$ cat src/sv/ael_pkg.sv
package ael_pkg;

  // Width of the character position counter
  localparam int POS_BITS = 16;
  // Width of the start and span fields on the result stream
  localparam int FIELD_POS_W = 16;

  // Token kinds as they appear on the result stream
  typedef enum logic [2:0] {
    KIND_INT   = 3'd0,
    KIND_DEC   = 3'd1,
    KIND_NAME  = 3'd2,
    KIND_OP    = 3'd3,
    KIND_UNARY = 3'd4,
    KIND_SEMI  = 3'd5,
    KIND_ERR   = 3'd6
  } kind_t;

  // Character codes the lexer tests against
  localparam logic [7:0] CH_SPACE  = 8'h20;
  localparam logic [7:0] CH_TAB    = 8'h09;
  localparam logic [7:0] CH_LF     = 8'h0A;
  localparam logic [7:0] CH_PLUS   = 8'h2B;
  localparam logic [7:0] CH_MINUS  = 8'h2D;
  localparam logic [7:0] CH_STAR   = 8'h2A;
  localparam logic [7:0] CH_SLASH  = 8'h2F;
  localparam logic [7:0] CH_LPAREN = 8'h28;
  localparam logic [7:0] CH_RPAREN = 8'h29;
  localparam logic [7:0] CH_EQUAL  = 8'h3D;
  localparam logic [7:0] CH_SEMI   = 8'h3B;
  localparam logic [7:0] CH_DOT    = 8'h2E;
  localparam logic [7:0] CH_UNDER  = 8'h5F;
  localparam logic [7:0] CH_DIG_LO = 8'h30;
  localparam logic [7:0] CH_DIG_HI = 8'h39;
  localparam logic [7:0] CH_UC_LO  = 8'h41;
  localparam logic [7:0] CH_UC_HI  = 8'h5A;
  localparam logic [7:0] CH_LC_LO  = 8'h61;
  localparam logic [7:0] CH_LC_HI  = 8'h7A;

  // One token as produced by the lexer
  typedef struct packed {
    kind_t                  kind;
    logic [FIELD_POS_W-1:0] start;
    logic [FIELD_POS_W-1:0] span;
    logic [7:0]             opc;
  } tok_t;

  // One result item: a token plus the flag for the last result of an input item
  typedef struct packed {
    logic last;
    tok_t tok;
  } res_t;

  function automatic tok_t mk_tok(kind_t kind, logic [POS_BITS-1:0] start,
                                  logic [POS_BITS-1:0] span, logic [7:0] opc);
    tok_t t;
    t.kind  = kind;
    t.start = FIELD_POS_W'(start);
    t.span  = FIELD_POS_W'(span);
    t.opc   = opc;
    return t;
  endfunction

endpackage

$ cat src/sv/ael_lex_core.sv
module ael_lex_core import ael_pkg::*; (
  input  logic       clk,
  input  logic       rst,
  input  logic       step,
  input  logic [7:0] char_code,
  input  logic       end_of_text,
  output logic [1:0] res_count,
  output res_t       res0,
  output res_t       res1
);

  typedef enum logic [5:0] {
    ST_START = 6'b000001,
    ST_INT   = 6'b000010,
    ST_OP    = 6'b000100,
    ST_DOT   = 6'b001000,
    ST_FRAC  = 6'b010000,
    ST_NAME  = 6'b100000
  } lex_state_t;

  localparam logic [POS_BITS-1:0] POS_MAX = {POS_BITS{1'b1}};

  lex_state_t          lex_state, lex_state_next;
  logic [POS_BITS-1:0] token_start, token_start_next;
  logic [POS_BITS-1:0] char_index, char_index_next;
  logic                any_emitted, any_emitted_next;
  logic                error_hold, error_hold_next;

  logic [7:0]          c;
  logic                is_dig, is_name, is_op, is_sep, is_semi, is_dot, is_rparen, is_pm;
  logic                ends_tok;
  logic [POS_BITS-1:0] span;
  tok_t                t0, t1;
  logic [1:0]          n;

  // Classify the current character; end of text reads as a space
  always_comb begin
    c         = end_of_text ? CH_SPACE : char_code;
    is_dig    = c inside {[CH_DIG_LO:CH_DIG_HI]};
    is_name   = (c == CH_UNDER) || (c inside {[CH_UC_LO:CH_UC_HI]}) ||
                (c inside {[CH_LC_LO:CH_LC_HI]});
    is_op     = c inside {CH_PLUS, CH_MINUS, CH_STAR, CH_SLASH, CH_LPAREN, CH_RPAREN,
                          CH_EQUAL};
    is_sep    = c inside {CH_SPACE, CH_TAB, CH_LF};
    is_semi   = (c == CH_SEMI);
    is_dot    = (c == CH_DOT);
    is_rparen = (c == CH_RPAREN);
    is_pm     = (c == CH_PLUS) || (c == CH_MINUS);
    ends_tok  = is_op || is_sep || is_semi;
    span      = char_index - token_start;
  end

  // Next state and tokens for the item at the lexer input
  always_comb begin
    lex_state_next   = lex_state;
    token_start_next = token_start;
    error_hold_next  = error_hold;
    n  = 2'd0;
    t0 = '0;
    t1 = '0;

    if (!error_hold) begin
      case (lex_state)
        ST_INT, ST_FRAC, ST_NAME: begin
          if (is_dig || (lex_state == ST_NAME && is_name)) begin
            // stay inside the pending token
          end else if (lex_state == ST_INT && is_dot) begin
            lex_state_next = ST_DOT;
          end else if (ends_tok || (lex_state == ST_NAME && is_dot)) begin
            // close the pending token, then handle the terminating character
            n  = 2'd1;
            t0 = mk_tok((lex_state == ST_INT) ? KIND_INT :
                        (lex_state == ST_FRAC) ? KIND_DEC : KIND_NAME,
                        token_start, span, 8'h00);
            token_start_next = char_index;
            if (is_rparen) begin
              n  = 2'd2;
              t1 = mk_tok(KIND_OP, char_index, POS_BITS'(1), c);
              lex_state_next = ST_START;
            end else if (is_op) begin
              n  = 2'd2;
              t1 = mk_tok(KIND_OP, char_index, POS_BITS'(1), c);
              lex_state_next = ST_OP;
            end else if (is_sep) begin
              lex_state_next = ST_START;
            end else if (is_dot) begin
              lex_state_next = ST_DOT;
            end else begin
              n  = 2'd2;
              t1 = mk_tok(KIND_SEMI, char_index, POS_BITS'(1), c);
              lex_state_next = ST_OP;
            end
          end else begin
            n  = 2'd1;
            t0 = mk_tok(KIND_ERR, char_index, POS_BITS'(1), c);
            error_hold_next = 1'b1;
          end
        end
        ST_DOT: begin
          if (is_dig) begin
            lex_state_next = ST_FRAC;
          end else begin
            n  = 2'd1;
            t0 = mk_tok(KIND_ERR, char_index, POS_BITS'(1), c);
            error_hold_next = 1'b1;
          end
        end
        default: begin
          // start state or after an operator: nothing pending
          lex_state_next = (lex_state == ST_OP) ? ST_OP : ST_START;
          if (is_dig) begin
            token_start_next = char_index;
            lex_state_next   = ST_INT;
          end else if (is_name) begin
            token_start_next = char_index;
            lex_state_next   = ST_NAME;
          end else if (is_dot) begin
            token_start_next = char_index;
            lex_state_next   = ST_DOT;
          end else if (is_rparen) begin
            token_start_next = char_index;
            n  = 2'd1;
            t0 = mk_tok(KIND_OP, char_index, POS_BITS'(1), c);
            lex_state_next = ST_START;
          end else if (is_pm) begin
            token_start_next = char_index;
            n  = 2'd1;
            t0 = mk_tok((lex_state == ST_OP || !any_emitted) ? KIND_UNARY : KIND_OP,
                        char_index, POS_BITS'(1), c);
            lex_state_next = ST_OP;
          end else if (is_op) begin
            token_start_next = char_index;
            n  = 2'd1;
            t0 = mk_tok(KIND_OP, char_index, POS_BITS'(1), c);
            lex_state_next = ST_OP;
          end else if (is_sep) begin
            // skip separator
          end else if (is_semi) begin
            token_start_next = char_index;
            n  = 2'd1;
            t0 = mk_tok(KIND_SEMI, char_index, POS_BITS'(1), c);
            lex_state_next = ST_OP;
          end else begin
            n  = 2'd1;
            t0 = mk_tok(KIND_ERR, char_index, POS_BITS'(1), c);
            error_hold_next = 1'b1;
          end
        end
      endcase
    end

    any_emitted_next = any_emitted || ((n != 2'd0) && (t0.kind != KIND_ERR));

    // Advance the position, saturating; hold it while an error is held
    if (error_hold) begin
      char_index_next = char_index;
    end else if (char_index != POS_MAX) begin
      char_index_next = char_index + POS_BITS'(1);
    end else begin
      char_index_next = char_index;
    end

    // End of text returns everything to reset
    if (end_of_text) begin
      lex_state_next   = ST_START;
      token_start_next = '0;
      char_index_next  = '0;
      any_emitted_next = 1'b0;
      error_hold_next  = 1'b0;
    end
  end

  assign res_count = n;
  assign res0 = '{last: (n == 2'd1), tok: t0};
  assign res1 = '{last: 1'b1, tok: t1};

  // Update lexer state when an item is consumed
  always_ff @(posedge clk) begin
    if (rst) begin
      lex_state   <= ST_START;
      token_start <= '0;
      char_index  <= '0;
      any_emitted <= 1'b0;
      error_hold  <= 1'b0;
    end else if (step) begin
      lex_state   <= lex_state_next;
      token_start <= token_start_next;
      char_index  <= char_index_next;
      any_emitted <= any_emitted_next;
      error_hold  <= error_hold_next;
    end
  end

endmodule

$ cat src/sv/ael_result_buf.sv
module ael_result_buf import ael_pkg::*; (
  input  logic       clk,
  input  logic       rst,
  input  logic       load,
  input  logic [1:0] load_count,
  input  res_t       load0,
  input  res_t       load1,
  output logic       room,
  output logic       out_valid,
  input  logic       out_ready,
  output res_t       out_res
);

  res_t       slot_a, slot_b;
  logic [1:0] cnt;
  logic       pop;

  assign pop       = (cnt != 2'd0) && out_ready;
  assign room      = (cnt == 2'd0) || ((cnt == 2'd1) && out_ready);
  assign out_valid = (cnt != 2'd0);
  assign out_res   = slot_a;

  // Load one or two new results, or shift the second slot to the head
  always_ff @(posedge clk) begin
    if (rst) begin
      cnt <= 2'd0;
    end else if (load) begin
      cnt <= load_count;
    end else if (pop) begin
      cnt <= cnt - 2'd1;
    end
  end

  always_ff @(posedge clk) begin
    if (load) begin
      slot_a <= load0;
      slot_b <= load1;
    end else if (pop) begin
      slot_a <= slot_b;
    end
  end

endmodule

$ cat src/sv/arith_expr_lexer.sv
// Arithmetic expression lexer. Characters arrive one per item on the slave
// stream (tdata = ASCII code, tlast = end of text, which acts as a closing
// space and then resets the lexer and the position counter). Tokens leave on
// the master stream with kind, start position, span length and operator
// character; tlast marks the final token caused by one input item. An input
// item is taken every cycle as long as it yields at most one token and the
// master stream does not stall; an item that closes a pending number or name
// and also yields an operator or ';' gives two tokens, which the two-slot
// result buffer sends one after the other, so items that yield tokens wait
// until it has room. Tokens pass the input register, then the result buffer.
module arith_expr_lexer import ael_pkg::*; (
  input  logic        clk,
  input  logic        rst,
  input  logic        s_tvalid,
  output logic        s_tready,
  input  logic [7:0]  s_tdata,   // [7:0] char_code
  input  logic        s_tlast,   // end_of_text
  output logic        m_tvalid,
  input  logic        m_tready,
  output logic [47:0] m_tdata,   // [2:0] token_kind, [18:3] start_pos,
                                 // [34:19] span_length, [42:35] op_char, rest zero
  output logic        m_tlast    // last_in_run
);

  logic       in_valid;
  logic [7:0] in_char;
  logic       in_eot;
  logic       step;
  logic       room;
  logic [1:0] res_count;
  res_t       res0, res1, out_res;

  // Consume the held item when its tokens fit in the result buffer
  assign step     = in_valid && ((res_count == 2'd0) || room);
  assign s_tready = !in_valid || step;

  // Input register
  always_ff @(posedge clk) begin
    if (rst) begin
      in_valid <= 1'b0;
    end else if (s_tready) begin
      in_valid <= s_tvalid;
    end
  end

  always_ff @(posedge clk) begin
    if (s_tready && s_tvalid) begin
      in_char <= s_tdata;
      in_eot  <= s_tlast;
    end
  end

  ael_lex_core u_core (
    .clk         (clk),
    .rst         (rst),
    .step        (step),
    .char_code   (in_char),
    .end_of_text (in_eot),
    .res_count   (res_count),
    .res0        (res0),
    .res1        (res1)
  );

  ael_result_buf u_buf (
    .clk        (clk),
    .rst        (rst),
    .load       (step && (res_count != 2'd0)),
    .load_count (res_count),
    .load0      (res0),
    .load1      (res1),
    .room       (room),
    .out_valid  (m_tvalid),
    .out_ready  (m_tready),
    .out_res    (out_res)
  );

  // Pack the head token onto the master stream
  assign m_tdata = {5'd0, out_res.tok.opc, out_res.tok.span, out_res.tok.start,
                    out_res.tok.kind};
  assign m_tlast = out_res.last;

endmodule

$ cat config.mk
export PLATFORM = sky130hd
export DESIGN_NAME = arith_expr_lexer
export DESIGN_NICKNAME = d
export VERILOG_FILES = /design/src/sv/ael_pkg.sv /design/src/sv/ael_lex_core.sv /design/src/sv/ael_result_buf.sv /design/src/sv/arith_expr_lexer.sv
export SDC_FILE = /design/constraint.sdc
export NUM_CORES = 1
export LEC_CHECK = 0
export ABC_AREA = 0
export BUFFER_PORTS_ARGS = -buffer_cell sky130_fd_sc_hd__buf_2
export CORE_AREA = 2 2 161 163
export CTS_CLUSTER_DIAMETER = 100
export DETAILED_ROUTE_END_ITERATION = 8
export DIE_AREA = 0 0 163 165
export SLEW_MARGIN = 20
export SYNTH_ARGS = -nofsm -noshare
export SYNTH_HDL_FRONTEND = slang
export SYNTH_HIERARCHICAL = 1
export SYNTH_SLANG_ARGS = --single-unit
$ cat constraint.sdc
create_clock -name clk -period 5.65 [get_ports clk]
set_input_delay 0.2825 -clock clk [delete_from_list [all_inputs] [get_ports clk]]
set_output_delay 0.2825 -clock clk [all_outputs]
set_load 0.02 [all_outputs]
==> run_results.csv <==
group,metric,value,unit
outcome,status,"complete, no violations",
clock_network,cts_tree,"done",
yosys,synthArstFlopShare,0,%
cells_and_area,syn_to_final_growth,14.3,%
sta,fin_crit_sh,79.4,%
setup_path,arrival,4.76,ns
placed_design,dp.cells,1075,
sta,worst_hold_slack,0.0369,ns
sta,fin_crit,4.48,ns
worst_hold_path,worstHoldPathType,"input port to flop",
die,ios,64,
global_routing,grt_max_degree,90,
setup_path,critPathLaunch,"in_eot",
placed_design,dpl_cell_area,8190,um2
routing,drc,0,
die,die_w,163,um
sta,worst_slack,1.17,ns
setup_path,criticalPathCategory,"flop to flop",
routing,wl_met2,7900,um
routing,wl_met3,714,um
run,cap_violations,0,
global_routing,grt.total_usage,12.8,%
global_routing,grt_pass1_wl,26900,um
yosys,synth_edf_count,97,
power,power.total,2.75,mW
cells_and_area,drive_above_1_share,21.1,%
routing,drt-met1-wl,7580,um
yosys,yosysSeqAreaShare,48.8,%
routing,via_count,5327,
yosys,synth.distinct_cells,75,
yosys,synthCells,722,
cells_and_area,fin_cells,1107,
global_routing,overflow,0,
global_routing,grt_pass1_vias,5151,
clock_network,path_clk_slew,0.06,ns
cells_and_area,post-route-util,35.3,%
sta,tightest_slew,0.806,ns
cells_and_area,fin_area,8830,um2
clock_network,root_buffer,"clkbuf_16",
placed_design,hpwl,11500,um
die,core-area,25000,um2
clock_network,cts_resized,0,
cells_and_area,n_antenna_cell,0,
sta,skew,0.00948,ns
setup_path,reg2reg_depth,15,
clock_network,cts_buffers,17,
sta,max-slew-margin-rel,46.2,%
power,cellPowerDensity,311,nW/um2
routing,drtIter0Drc,359,
routing,ant_nets,0,
clock_network,clk_latency,0.42,ns
clock_network,cts_max_level,4,
routing,drt_wl_total,16400,um
routing,top_layer,"met4",
sta,rsz0062_at_grt,"no",
die,rows,58,
yosys,syn-cell-area,7730,um2
power,p_leak,3.17,nW
power,vdd_ir_drop_max,0.162,mV
yosys,ys.flop_type,"edfxtp_1",
routing,wl_per_cell,14.8,um
die,die_area,26900,um2
yosys,ys_ff_latch,140,
setup_path,path_max_fanout,23,
sta,finalHoldViolCount,0,
setup_path,r2r-start,"in_eot",
sta,setup_viol,0,
die,start_util,30.9,%
sta,tns,0,ns
clock_network,cts-hold-fix-buffers,0,
placed_design,numPortBuffers,58,
sta,drv_slew,0,
worst_hold_path,hold_path_end,"in_char[5]",
worst_hold_path,hold_start,"s_tdata[5]",
placed_design,dp_slack,1.26,ns
clock_network,cts_sinks,140,
sta,max_freq,0.223,GHz
setup_path,worstPathRequired,5.93,ns
placed_design,place.gp.congestion,0.859,
setup_path,r2r-end,"u_core/char_index[15]",
global_routing,antenna_found_initial,0,
yosys,synth_warnings,6,
die,dieHeight,165,um
clock_network,postCtsSetupBuffers,0,
routing,via_per_inst,4.81,
setup_path,start_kind,"flop",
worst_hold_path,hold_depth,1,
setup_path,r2r_slack,1.17,ns
yosys,syn_area_per_cell,10.7,um2
routing,dr.pass1.iters,5,
clock_network,clock_path_buffers,2,
setup_path,end_kind,"flop",
cells_and_area,nNetsFinal,796,
[worst max path at each step]
| stage | to | slack (ns) | cells after the start |
|---|---|---|---|
| floorplan | u_buf/out_res[0] | 0.37 | 12 |
| global placement | u_core/token_start[14] | 1.44 | 13 |
| detailed placement | u_core/token_start[13] | 1.26 | 13 |
| CTS | u_core/char_index[15] | 1.23 | 15 |
| global route | u_core/char_index[15] | 0.74 | 15 |
| finish | u_core/char_index[15] | 1.17 | 15 |
[worst max-delay path, stage by stage, from the launching register on]
cell and delay (ns):
edfxtp_1 0.69, nand4b_1 0.36, or4b_4 0.59, or2_1 0.28
nand3_1 0.13, nand2b_1 0.26, nand2_1 0.18, a31oi_1 0.18
nor2_1 0.14, o21a_1 0.35, o311ai_1 0.26, nor2_1 0.38
nand2_1 0.13, nor3_1 0.20, xnor2_1 0.14, nor2_1 0.05
[registers in the layout (all words and copies together), names as in the netlist]
register            count
u_buf/slot_b           44
u_core/lex_state        6
u_core/error_hold       1
u_core/char_index      16
in_char                 8
u_core/token_start     16
in_eot                  1
u_buf/out_res          44
in_valid                1
u_buf/cnt               2
u_core/any_emitted      1
[cell usage in the layout, fill, tap and decap left out, types with 8 or more instances in the layout]
master and n:
o21ai_2 9, nor3_1 17, mux2i_1 8, mux2_2 12, nand3_1 17, nor2_1 66, a21oi_1 26, conb_1 23
edfxtp_1 97, xnor2_1 11, buf_2 58, o21ai_0 21, mux2_4 28, nor2b_1 9, xor2_1 14, inv_1 30
o31ai_1 15, or3_1 8, clkbuf_16 17, ha_1 18, dfxtp_1 43, nand2_1 58, nor3b_1 14, and2_1 21
[cell type report]
class                   count  area [um2]
fillers                  2501       16200
clock buffers              19         453
well taps                 330         413
repair buffers             65         368
flip-flops and latches    140        3770
inverters                  31         116
multi-input cells         509        3520
clock inverters            13         186
[cells by family (layout without fill, tap and decap cells)]
kind of cell	count (synthesis)	count (layout)	synth area share (%)
other	3	23	0.146
buffers and inverters	93	128	6.67
muxes	52	52	8.81
AOI/OAI and AO/OA	125	125	11.4
xor gates and xnor gates	25	25	2.83
DFF	140	140	48.8
adders and majority gates	19	19	3.17
and+or+nand+nor	265	265	18.2
[metal layers]
layer	vias to the layer above	global-route usage, %
li1	2652	-
met1	2546	16.3
met2	111	21.1
met3	18	3.26
met4	0	4.26
met5	-	0
[where the power goes]
part	switching [mW]	internal [mW]
combinational	0.210	0.120
clock	0.433	0.764
sequential	0.0351	1.19
total	0.679	2.07
[cell usage after synthesis, drive strengths merged (17+ instances only)]
library cell  number  share of area, %
buf               40               4.1
and2              21               1.7
clkbuf            22               1.1
nor2              68               3.3
inv               31               1.5
nand2             58               2.8
mux2              44               7.8
dfxtp             43                11
edfxtp            97                38
ha                18               2.9
nand3             17               1.1
nor3              18               1.2
o21ai             31               2.4
a21oi             29               2.1
(Power assumes the default switching activity.)
